===== src/sv/sha_pkg.sv =====
// package: types, constants and round functions shared by the hasher modules
`timescale 1ns / 1ps
package sha_pkg;

  localparam int unsigned BlockBytes = 64;
  localparam int unsigned QueueDepth = 4;
  localparam logic [7:0] PadMark = 8'h80;
  localparam logic [5:0] LenPos = 6'd56;

  // block handed from the front part to the back part
  typedef struct packed {
    logic [511:0] block;
    logic         final_blk;
  } blk_t;

  typedef enum logic [1:0] {
    BE_IDLE,
    BE_ROUND,
    BE_UPDATE,
    BE_EMIT
  } be_state_e;

  typedef enum logic [1:0] {
    FE_TAKE,
    FE_PAD,
    FE_ZERO,
    FE_LEN
  } fe_state_e;

  function automatic logic [31:0] round_k(input logic [5:0] r);
    logic [31:0] k;
    case (r)
      6'd0: k = 32'h428a2f98; 6'd1: k = 32'h71374491; 6'd2: k = 32'hb5c0fbcf;
      6'd3: k = 32'he9b5dba5; 6'd4: k = 32'h3956c25b; 6'd5: k = 32'h59f111f1;
      6'd6: k = 32'h923f82a4; 6'd7: k = 32'hab1c5ed5; 6'd8: k = 32'hd807aa98;
      6'd9: k = 32'h12835b01; 6'd10: k = 32'h243185be; 6'd11: k = 32'h550c7dc3;
      6'd12: k = 32'h72be5d74; 6'd13: k = 32'h80deb1fe; 6'd14: k = 32'h9bdc06a7;
      6'd15: k = 32'hc19bf174; 6'd16: k = 32'he49b69c1; 6'd17: k = 32'hefbe4786;
      6'd18: k = 32'h0fc19dc6; 6'd19: k = 32'h240ca1cc; 6'd20: k = 32'h2de92c6f;
      6'd21: k = 32'h4a7484aa; 6'd22: k = 32'h5cb0a9dc; 6'd23: k = 32'h76f988da;
      6'd24: k = 32'h983e5152; 6'd25: k = 32'ha831c66d; 6'd26: k = 32'hb00327c8;
      6'd27: k = 32'hbf597fc7; 6'd28: k = 32'hc6e00bf3; 6'd29: k = 32'hd5a79147;
      6'd30: k = 32'h06ca6351; 6'd31: k = 32'h14292967; 6'd32: k = 32'h27b70a85;
      6'd33: k = 32'h2e1b2138; 6'd34: k = 32'h4d2c6dfc; 6'd35: k = 32'h53380d13;
      6'd36: k = 32'h650a7354; 6'd37: k = 32'h766a0abb; 6'd38: k = 32'h81c2c92e;
      6'd39: k = 32'h92722c85; 6'd40: k = 32'ha2bfe8a1; 6'd41: k = 32'ha81a664b;
      6'd42: k = 32'hc24b8b70; 6'd43: k = 32'hc76c51a3; 6'd44: k = 32'hd192e819;
      6'd45: k = 32'hd6990624; 6'd46: k = 32'hf40e3585; 6'd47: k = 32'h106aa070;
      6'd48: k = 32'h19a4c116; 6'd49: k = 32'h1e376c08; 6'd50: k = 32'h2748774c;
      6'd51: k = 32'h34b0bcb5; 6'd52: k = 32'h391c0cb3; 6'd53: k = 32'h4ed8aa4a;
      6'd54: k = 32'h5b9cca4f; 6'd55: k = 32'h682e6ff3; 6'd56: k = 32'h748f82ee;
      6'd57: k = 32'h78a5636f; 6'd58: k = 32'h84c87814; 6'd59: k = 32'h8cc70208;
      6'd60: k = 32'h90befffa; 6'd61: k = 32'ha4506ceb; 6'd62: k = 32'hbef9a3f7;
      default: k = 32'hc67178f2;
    endcase
    return k;
  endfunction

  function automatic logic [31:0] init_hash(input logic [2:0] i);
    logic [31:0] h;
    case (i)
      3'd0: h = 32'h6a09e667; 3'd1: h = 32'hbb67ae85;
      3'd2: h = 32'h3c6ef372; 3'd3: h = 32'ha54ff53a;
      3'd4: h = 32'h510e527f; 3'd5: h = 32'h9b05688c;
      3'd6: h = 32'h1f83d9ab;
      default: h = 32'h5be0cd19;
    endcase
    return h;
  endfunction

  function automatic logic [31:0] ror(input logic [31:0] v, input int unsigned s);
    return (v >> s) | (v << (32 - s));
  endfunction

endpackage


===== src/sv/sha_front.sv =====
// front part: gathers bytes into blocks and adds the padding and length
`timescale 1ns / 1ps
module sha_front (
  input  logic             clk_i,
  input  logic             rst_ni,
  input  logic [7:0]       byte_i,
  input  logic             has_byte_i,
  input  logic             eom_i,
  input  logic             valid_i,
  output logic             ready_o,
  output sha_pkg::blk_t    blk_o,
  output logic             blk_valid_o,
  input  logic             blk_ready_i
);
  import sha_pkg::*;

  fe_state_e    state_q, state_d;
  logic [511:0] blk_q;
  logic [5:0]   fill_q, fill_d;
  logic [63:0]  total_q, total_d;
  logic [63:0]  bits_q, bits_d;
  logic [2:0]   len_idx_q, len_idx_d;
  logic         wr_en;
  logic [7:0]   wr_byte;
  logic         blk_pend_q, blk_pend_d;
  logic         blk_final_q, blk_final_d;
  logic         stall;

  // a full block waits here until the queue takes it
  assign stall = blk_pend_q && !blk_ready_i;
  assign blk_valid_o = blk_pend_q;

  assign blk_o.block = blk_q;
  assign blk_o.final_blk = blk_final_q;

  always_comb begin
    state_d = state_q;
    fill_d = fill_q;
    total_d = total_q;
    bits_d = bits_q;
    len_idx_d = len_idx_q;
    blk_pend_d = blk_pend_q && !blk_ready_i;
    blk_final_d = blk_final_q;
    wr_en = 1'b0;
    wr_byte = byte_i;
    ready_o = 1'b0;
    if (!stall) begin
      case (state_q)
        FE_TAKE: begin
          ready_o = 1'b1;
          if (valid_i) begin
            if (has_byte_i) begin
              wr_en = 1'b1;
              total_d = total_q + 64'd1;
            end
            if (eom_i) begin
              state_d = FE_PAD;
              bits_d = (has_byte_i ? total_q + 64'd1 : total_q) << 3;
            end
          end
        end
        FE_PAD: begin
          wr_en = 1'b1;
          wr_byte = PadMark;
        end
        FE_ZERO: begin
          if (fill_q == LenPos) begin
            state_d = FE_LEN;
            len_idx_d = 3'd0;
          end else begin
            wr_en = 1'b1;
            wr_byte = 8'h00;
          end
        end
        FE_LEN: begin
          wr_en = 1'b1;
          wr_byte = bits_q[63 - 8*len_idx_q -: 8];
          len_idx_d = len_idx_q + 3'd1;
        end
        default: state_d = FE_TAKE;
      endcase
      if (wr_en) begin
        fill_d = fill_q + 6'd1;
        if (state_q == FE_PAD) begin
          state_d = FE_ZERO;
        end
        if (fill_q == 6'd63) begin
          blk_pend_d = 1'b1;
          blk_final_d = (state_q == FE_LEN);
        end
        if (state_q == FE_LEN && len_idx_q == 3'd7) begin
          state_d = FE_TAKE;
          total_d = '0;
        end
      end
    end
  end

  // bytes shift in at the low end, so the first byte ends up at the top
  always_ff @(posedge clk_i) begin
    if (wr_en && !stall) begin
      blk_q <= {blk_q[503:0], wr_byte};
    end
  end

  always_ff @(posedge clk_i or negedge rst_ni) begin
    if (!rst_ni) begin
      state_q <= FE_TAKE;
      fill_q <= '0;
      total_q <= '0;
      bits_q <= '0;
      len_idx_q <= '0;
      blk_pend_q <= 1'b0;
      blk_final_q <= 1'b0;
    end else begin
      state_q <= state_d;
      fill_q <= fill_d;
      total_q <= total_d;
      bits_q <= bits_d;
      len_idx_q <= len_idx_d;
      blk_pend_q <= blk_pend_d;
      blk_final_q <= blk_final_d;
    end
  end

endmodule


===== config.mk =====
export PLATFORM = sky130hd
export DESIGN_NAME = sha_front
export DESIGN_NICKNAME = d
export VERILOG_FILES = /design/src/sv/sha_pkg.sv /design/src/sv/sha_front.sv
export SDC_FILE = /design/constraint.sdc
export NUM_CORES = 1
export LEC_CHECK = 0
export ABC_AREA = 1
export BUFFER_PORTS_ARGS = -buffer_cell sky130_fd_sc_hd__buf_2
export CAP_MARGIN = 20
export CORE_ASPECT_RATIO = 0.8
export CORE_MARGIN = 3
export CORE_UTILIZATION = 50
export DETAILED_ROUTE_END_ITERATION = 12
export PLACE_DENSITY = 0.75
export SKIP_CTS_REPAIR_TIMING = 1
export SYNTH_ARGS = -nofsm -noshare
export SYNTH_HDL_FRONTEND = slang
export SYNTH_SLANG_ARGS = --single-unit
export TNS_END_PERCENT = 50

===== constraint.sdc =====
create_clock -name clk_i -period 8.6 [get_ports clk_i]
set_input_delay 0.86 -clock clk_i [delete_from_list [all_inputs] [get_ports clk_i]]
set_output_delay 0.86 -clock clk_i [all_outputs]
set_load 0.03 [all_outputs]

# After elaboration in Yosys (flattened, before gate mapping)

Cells that the tools add are included.
Widths: inputs -> output; s select.

Bits in registers: 650
Input bits: 14
Output and inout bits: 515

Reduce and logical (&&, ||, !) cells: 12
Bitwise logic cells: 1
Multiplexer cells: 28
Shift operators: 1
Add/sub/neg operators: 4
Equal/unequal tests: 7

Operator list:

| cell                  | count |
|---|---|
| $mux 64               | 5 |
| $shiftx 71x33->8      | 1 |
| $add 64x1->64 const B | 1 |
| $pmux 8 s3            | 1 |
| $mux 8                | 2 |
| $eq 6x6->1 const B    | 2 |
| $mux 2                | 6 |
| $mux 1                | 10 |
| $sub 6x6->7 const A   | 1 |
| $add 6x1->6 const B   | 1 |
| $pmux 3 s2            | 1 |
| $reduce_and 3->1      | 2 |
| $eq 2x2->1 const B    | 2 |
| $pmux 2 s2            | 1 |
| $reduce_and 4->1      | 1 |
| $add 3x1->3 const B   | 1 |
| $eq 3x3->1 const B    | 1 |
| $logic_and 1x1->1     | 3 |
| $mux 3                | 1 |
| $pmux 1 s3            | 1 |
| $eq 2x1->1 const B    | 1 |
| $logic_not 1->1       | 2 |
| $logic_not 2->1       | 1 |
| $ne 2x2->1 const B    | 1 |
| other kinds (4)       | 4 |

# Longest topological paths before layout

Gate-level depths: netlist of the first run.

Word-level depth: 6
Depth in mapped cells: 12
Depth with buffers taken out: 12

# Least setup slack after synthesis of the first run

Ideal clock, no wire load.

Path type: input-to-reg
Start: input valid_i
End: register blk_q[0] (enable)
Path buffers: 1
Data required time: 7.965 ns
Arrival time: 6.869 ns
Library setup time: 0.635 ns
Cell stages on the path: 5
Setup slack: 1.096 ns
Cell sequence: nand2_2 buf_2 o21ai_2 nand2_2 inv_2

Cells in the longest elaborated chain, start to end: 5

Ends and longest elaborated chain:

| item                 | line             | source |
|---|---|---|
| start, declared      | sha_front.sv:9   | `input logic valid_i,` |
| $mux 1               | sha_front.sv:51  | `if (valid_i) begin` |
| $pmux 1 s3           | sha_front.sv:48  | `case (state_q)` |
| $mux 1 (2 in series) | sha_front.sv:47  | `if (!stall) begin` |
| $logic_and 1x1->1    | sha_front.sv:101 | `if (wr_en && !stall) begin` |
| end signal, assigned | sha_front.sv:102 | `blk_q <= {blk_q[503:0], wr_byte};` |
| end, declared        | sha_front.sv:18  | `logic [511:0] blk_q;` |

Every way passes these cells. The select of a mux whose other input is x is not followed.
A chain may end at the register's enable or synchronous reset.

==> flow_summary.json, run 1 <==
{
  "status": "completed",
  "wirelength_um": 70600,
  "cpMostUsedCell": "nand2_2",
  "grt_pass1_wl_um": 103000,
  "worstHoldPathType": "input pin to async pin",
  "ant_nets": 0,
  "drv_cap": 0,
  "synth_ff_type": "edfxtp_1",
  "crit_path_top_delay_cell": "buf_4",
  "synth_fa_ha_area_frac": 0.00264,
  "dr_total_vias": 16100,
  "rsz0062_at_grt": "no",
  "synth_area_leaders": "edfxtp_1, dfrtp_1, nand2_1",
  "firstDrtPassIters": 5,
  "yosysSeqAreaShare": 0.792,
  "pin_count": 529,
  "dp_hpwl_um": 50700,
  "slew_violations": 0,
  "synth-compound-area-share": 0.0500,
  "timing.fmax_mhz": 259,
  "grtUsageTotal": 0.275,
  "period_needed_ps": 3860,
  "yosys.area_share.simple": 0.116,
  "end_kind": "flop",
  "placed_cell_area_sq_um": 27000,
  "cp.required_ps": 8830,
  "ys_async_sr_fraction": 0.209,
  "tightest_slew_ps": 1100,
  "path_cells": "nor2_2, nand2_2, o21ai_2, nand2_2, inv_8, buf_4",
  "fp.dieW_um": 249,
  "final_layout_size_suffix_gt1_frac": 0.288,
  "clock_skew_ps": 22.1,
  "critPathMaxStageDelay_ps": 950,
  "path_clk_slew_ps": 70,
  "synth_nets": 1727,
  "cts_root_buf": "clkbuf_16",
  "antenna_found_initial": 1,
  "synth_top_family_by_area": "simple AND/OR/NAND/NOR gates",
  "startpoint_type": "flop",
  "synthMuxAreaShare": 0,
  "synth-seq-cells": 647,
  "cts_buffers": 59,
  "drt_iter0_drc": 1807,
  "grt_overflow": 0,
  "wl_per_cell_um": 24.1,
  "grt_max_degree": 157,
  "core_area_sq_um": 46200,
  "relSlewSlack": 0.267,
  "finalHoldViolCount": 0,
  "dieArea_sq_um": 50000,
  "yosysWarnings": 0,
  "cp_max_fo": 156,
  "synthToLayoutAreaGrowth_pct": 22.5,
  "fin_setup_tns_ps": 0,
  "path_class": "flop to flop",
  "period_share": 0.449,
  "grt_pass1_vias": 15200,
  "cts.sinks": 647,
  "final_cell_area_sq_um": 29000,
  "cts-htree-levels": 2,
  "synth_xor_area_frac": 0.00925,
  "clock_path_buffers": 3,
  "cp_top_family": "buffers and inverters",
  "crit_buf_inv": 2,
  "synth.distinct_cells": 39,
  "avgSynthCellArea_sq_um": 13.9,
  "nets": 2285,
  "initial_utilization": 0.512,
  "setup_viol_count_final": 0,
  "synth_cells": 1708,
  "cp.arrival_ps": 4100,
  "clk_latency_ps": 630,
  "netlist_area_sq_um": 23700,
  "place_congestion": 0.944,
  "synth_top_area_cell": "edfxtp_1",
  "fp-row-count": 70,
  "synth_top_area_frac": 0.650,
  "numPortBuffers": 528,
  "drcViolationCount": 0,
  "synth-edff-count": 512,
  "routed_via_density": 5.49,
  "die_y_um": 201,
  "cts_tree": "built"
}
stage by stage:
stage                util  std cells  hold slack (ps)  setup slack, ps
finish              0.627       2929              222             4740
CTS                 0.626       2926              210             4740
global placement    0.583       2815              423             4300
global route        0.627       2928              244             4430
detailed placement  0.583       2815              427             4240
floorplan               -       1708              443             1100
cell usage in the layout, fill, tap and decap left out, types with 3 or more instances in the layout:
cell         n
nor2_1     123
nand2_1    359
clkbuf_1    14
nor2_2      14
nand2_2      7
inv_2        5
nor2_4       9
bufinv_16    7
ha_1         5
clkinv_2     7
nor3_1      10
clkinv_1    15
o21ai_1     28
nand4_1     18
o21bai_1     5
buf_2      527
xor2_1      23
o22ai_1      5
buf_4        8
clkbuf_16   59
and2_1       3
a31oi_1     18
o211ai_1     6
a21oi_1     56
nand3_1     83
dfrtp_1    135
o21ai_0     95
edfxtp_1   512
inv_1      128
final timing paths:
path,from,endpoint,slack (ps),depth (start not counted)
max,flop,blk_q[76]$_DFFE_PP_,4740,6
min,rst_ni,total_q[53]$_DFFE_PN0N_,220,1
max reg2reg,flop,blk_q[76]$_DFFE_PP_,4740,6
min reg2reg,blk_q[74]$_DFFE_PP_,blk_q[82]$_DFFE_PP_,430,0
max in group asynchronous,rst_ni,bits_q[31]$_DFFE_PN0P_,7220,3
min in group clk_i,blk_q[74]$_DFFE_PP_,blk_q[82]$_DFFE_PP_,430,0
kinds of logic after synthesis:
group / count (synthesis)
flops: 647
simple gates: 635
compound gates: 220
buf+inv: 176
xor+xnor: 25
fa+ha+maj: 5
flip-flops by register name (all words and copies together) (netlist names), named ones only:
signal       cells
bits_q          61
blk_final_q      1
blk_q          512
blk_valid_o      1
fill_q           6
len_idx_q        3
total_q         61
cell usage after synthesis (10+ instances only):
master and count:
o21ai_0 95, a31oi_1 18, edfxtp_1 512, xor2_1 23, nor2_2 14, o21ai_1 28, nor3_1 10, inv_1 128
nand4_1 18, buf_2 10, a21oi_1 56, nor2_1 123, dfrtp_1 135, nand2_1 359, clkbuf_1 23, nand3_1 83
routing by layer:
metal / global-route usage / part of all wire / up-vias
li1: - / - / 7096
met1: 0.374 / 0.40 / 7933
met2: 0.428 / 0.47 / 922
met3: 0.0768 / 0.10 / 143
met4: 0.101 / 0.037 / 0
met5: 0 / 0 / -
cell type report:
cell class	count	area, sq um
well taps	612	766
fillers	3537	17300
flip-flops and latches	647	18800
repair buffers	539	2780
inverters	134	510
diodes	1	2.50
clock buffers	75	1560
clock inverters	36	403
multi-input cells	885	4220
Power of run 1 is left out: the tool's default activity adds up to more than one toggle a clock period on the data nets, which glitch-free logic cannot reach.
==> run 2: changes to the inputs <==
- clock period: 8.6 -> 3.95 ns (I/O delays scaled with it)
==> run 2 against run 1 <==
Via count rose by 1.1%. Clock-buffer cell count up 2. Clock skew rose by 6.2 ps. Fmax grew 29%. First-iteration DRC count increased by 0.66%. Wire length up 5.1%. Cell area up 0.70%. Die area stayed put. Register-to-register slack got worse by 3800 ps. Sequential cell count did not move.
==> flow_summary.json, run 2 (same netlist as run 1, synthesis figures left out) <==
{
  "die_y_um": 201,
  "drv_cap": 0,
  "wl_per_cell_um": 25.2,
  "period_share": 0.757,
  "core_area_sq_um": 46200,
  "cts_buffers": 61,
  "finalHoldViolCount": 0,
  "regMostFlops": "blk_q",
  "final_layout_size_suffix_gt1_frac": 0.294,
  "largest_reg_flops": 512,
  "layout_common_cells": "buf_2, edfxtp_1, nand2_1, dfrtp_1, inv_1",
  "place_congestion": 0.964,
  "dieArea_sq_um": 50000,
  "final_cell_area_sq_um": 29200,
  "cts.sinks": 647,
  "setup_viol_count_final": 0,
  "firstDrtPassIters": 6,
  "r2r_slack_ps": 960,
  "wirelength_um": 74200,
  "slew_violations": 0,
  "ant_nets": 0,
  "utilization": 0.631,
  "dp_hpwl_um": 54900,
  "end_kind": "flop",
  "status": "completed",
  "period_needed_ps": 2990,
  "cts_tree": "built",
  "worst_slack_ps": 961,
  "startpoint_type": "flop",
  "path_clk_slew_ps": 60,
  "grt_max_degree": 160,
  "antenna_found_initial": 2,
  "pre_cts_ws_ps": 1130,
  "pin_count": 529,
  "cts-htree-levels": 2,
  "final_common_cell": "buf_2",
  "drt_iter0_drc": 1819,
  "fill_cells": 3463,
  "clk_latency_ps": 640,
  "clock_skew_ps": 28.3,
  "cts_root_buf": "clkbuf_16",
  "path_class": "flop to flop",
  "tightest_slew_ps": 914,
  "grt_pass1_vias": 15200,
  "cp_max_fo": 159,
  "nets": 2301,
  "grt_overflow": 0,
  "numPortBuffers": 528,
  "relSlewSlack": 0.391,
  "grt_pass1_wl_um": 108000,
  "reg.largest.list": "blk_q: 512 flops, bits_q: 61 flops, total_q: 61 flops",
  "routed_via_density": 5.53,
  "grtUsageTotal": 0.291,
  "clock_path_buffers": 3,
  "drcViolationCount": 0,
  "fp-row-count": 70,
  "fp.dieW_um": 249,
  "initial_utilization": 0.512,
  "rsz0062_at_grt": "no",
  "worstHoldPathType": "input pin to flop",
  "synthToLayoutAreaGrowth_pct": 23.3,
  "placed_cell_area_sq_um": 27200,
  "cp.required_ps": 4290,
  "timing.fmax_mhz": 335,
  "fin_setup_tns_ps": 0,
  "dr_total_vias": 16300,
  "cp.arrival_ps": 3330
}
==> run 2: critical path: stages, from the launching register on <==
cell and delay [ps]:
dfrtp_1 390, inv_1 130, ha_1 190, nand3_1 100, o21ai_2 370, o21ai_2 140
nand2_2 290, clkinv_16 300, buf_4 490
==> run 2: area by class of cell <==
type / instances / area, sq um / area share
Antenna cell: 1 / 2.50 / 0.0000857
Clock buffer: 77 / 1610 / 0.0551
Clock inverter: 34 / 373 / 0.0128
Inverter: 134 / 529 / 0.0181
Multi-Input combinational cell: 885 / 4220 / 0.145
Sequential cell: 647 / 18800 / 0.642
Tap cell: 612 / 766 / 0.0262
Timing Repair Buffer: 553 / 2940 / 0.101
==> run 2: per-stage QoR <==
step | cells | hold slack (ps)
floorplan | 1708 | 99.4
global placement | 2830 | 426
detailed placement | 2830 | 426
CTS | 2941 | -110
global route | 2942 | 119
finish | 2943 | 93.9
==> run 2: path summary, 6_finish.rpt <==
path,start,depth (start not counted),end
hold / removal,byte_i[2],3,blk_q[2]$_DFFE_PP_
min in group asynchronous,rst_ni,2,total_q[29]$_DFFE_PN0N_
setup reg to reg,fill_q[0]$_DFFE_PN0P_,8,blk_q[32]$_DFFE_PP_
hold reg to reg,blk_q[169]$_DFFE_PP_,0,blk_q[177]$_DFFE_PP_
max in group asynchronous,rst_ni,3,total_q[56]$_DFFE_PN0N_
setup / recovery,fill_q[0]$_DFFE_PN0P_,8,blk_q[32]$_DFFE_PP_
==> run 2: metal layers <==
| metal | track usage | up-vias | routed length (um) |
|---|---|---|---|
| met5 | 0 | - | 39 |
| met4 | 0.0891 | 6 | 2160 |
| met3 | 0.0949 | 136 | 8660 |
| met2 | 0.443 | 992 | 34000 |
| met1 | 0.402 | 8015 | 29300 |
| li1 | - | 7124 | - |
Power of run 2 is left out for the same reason.
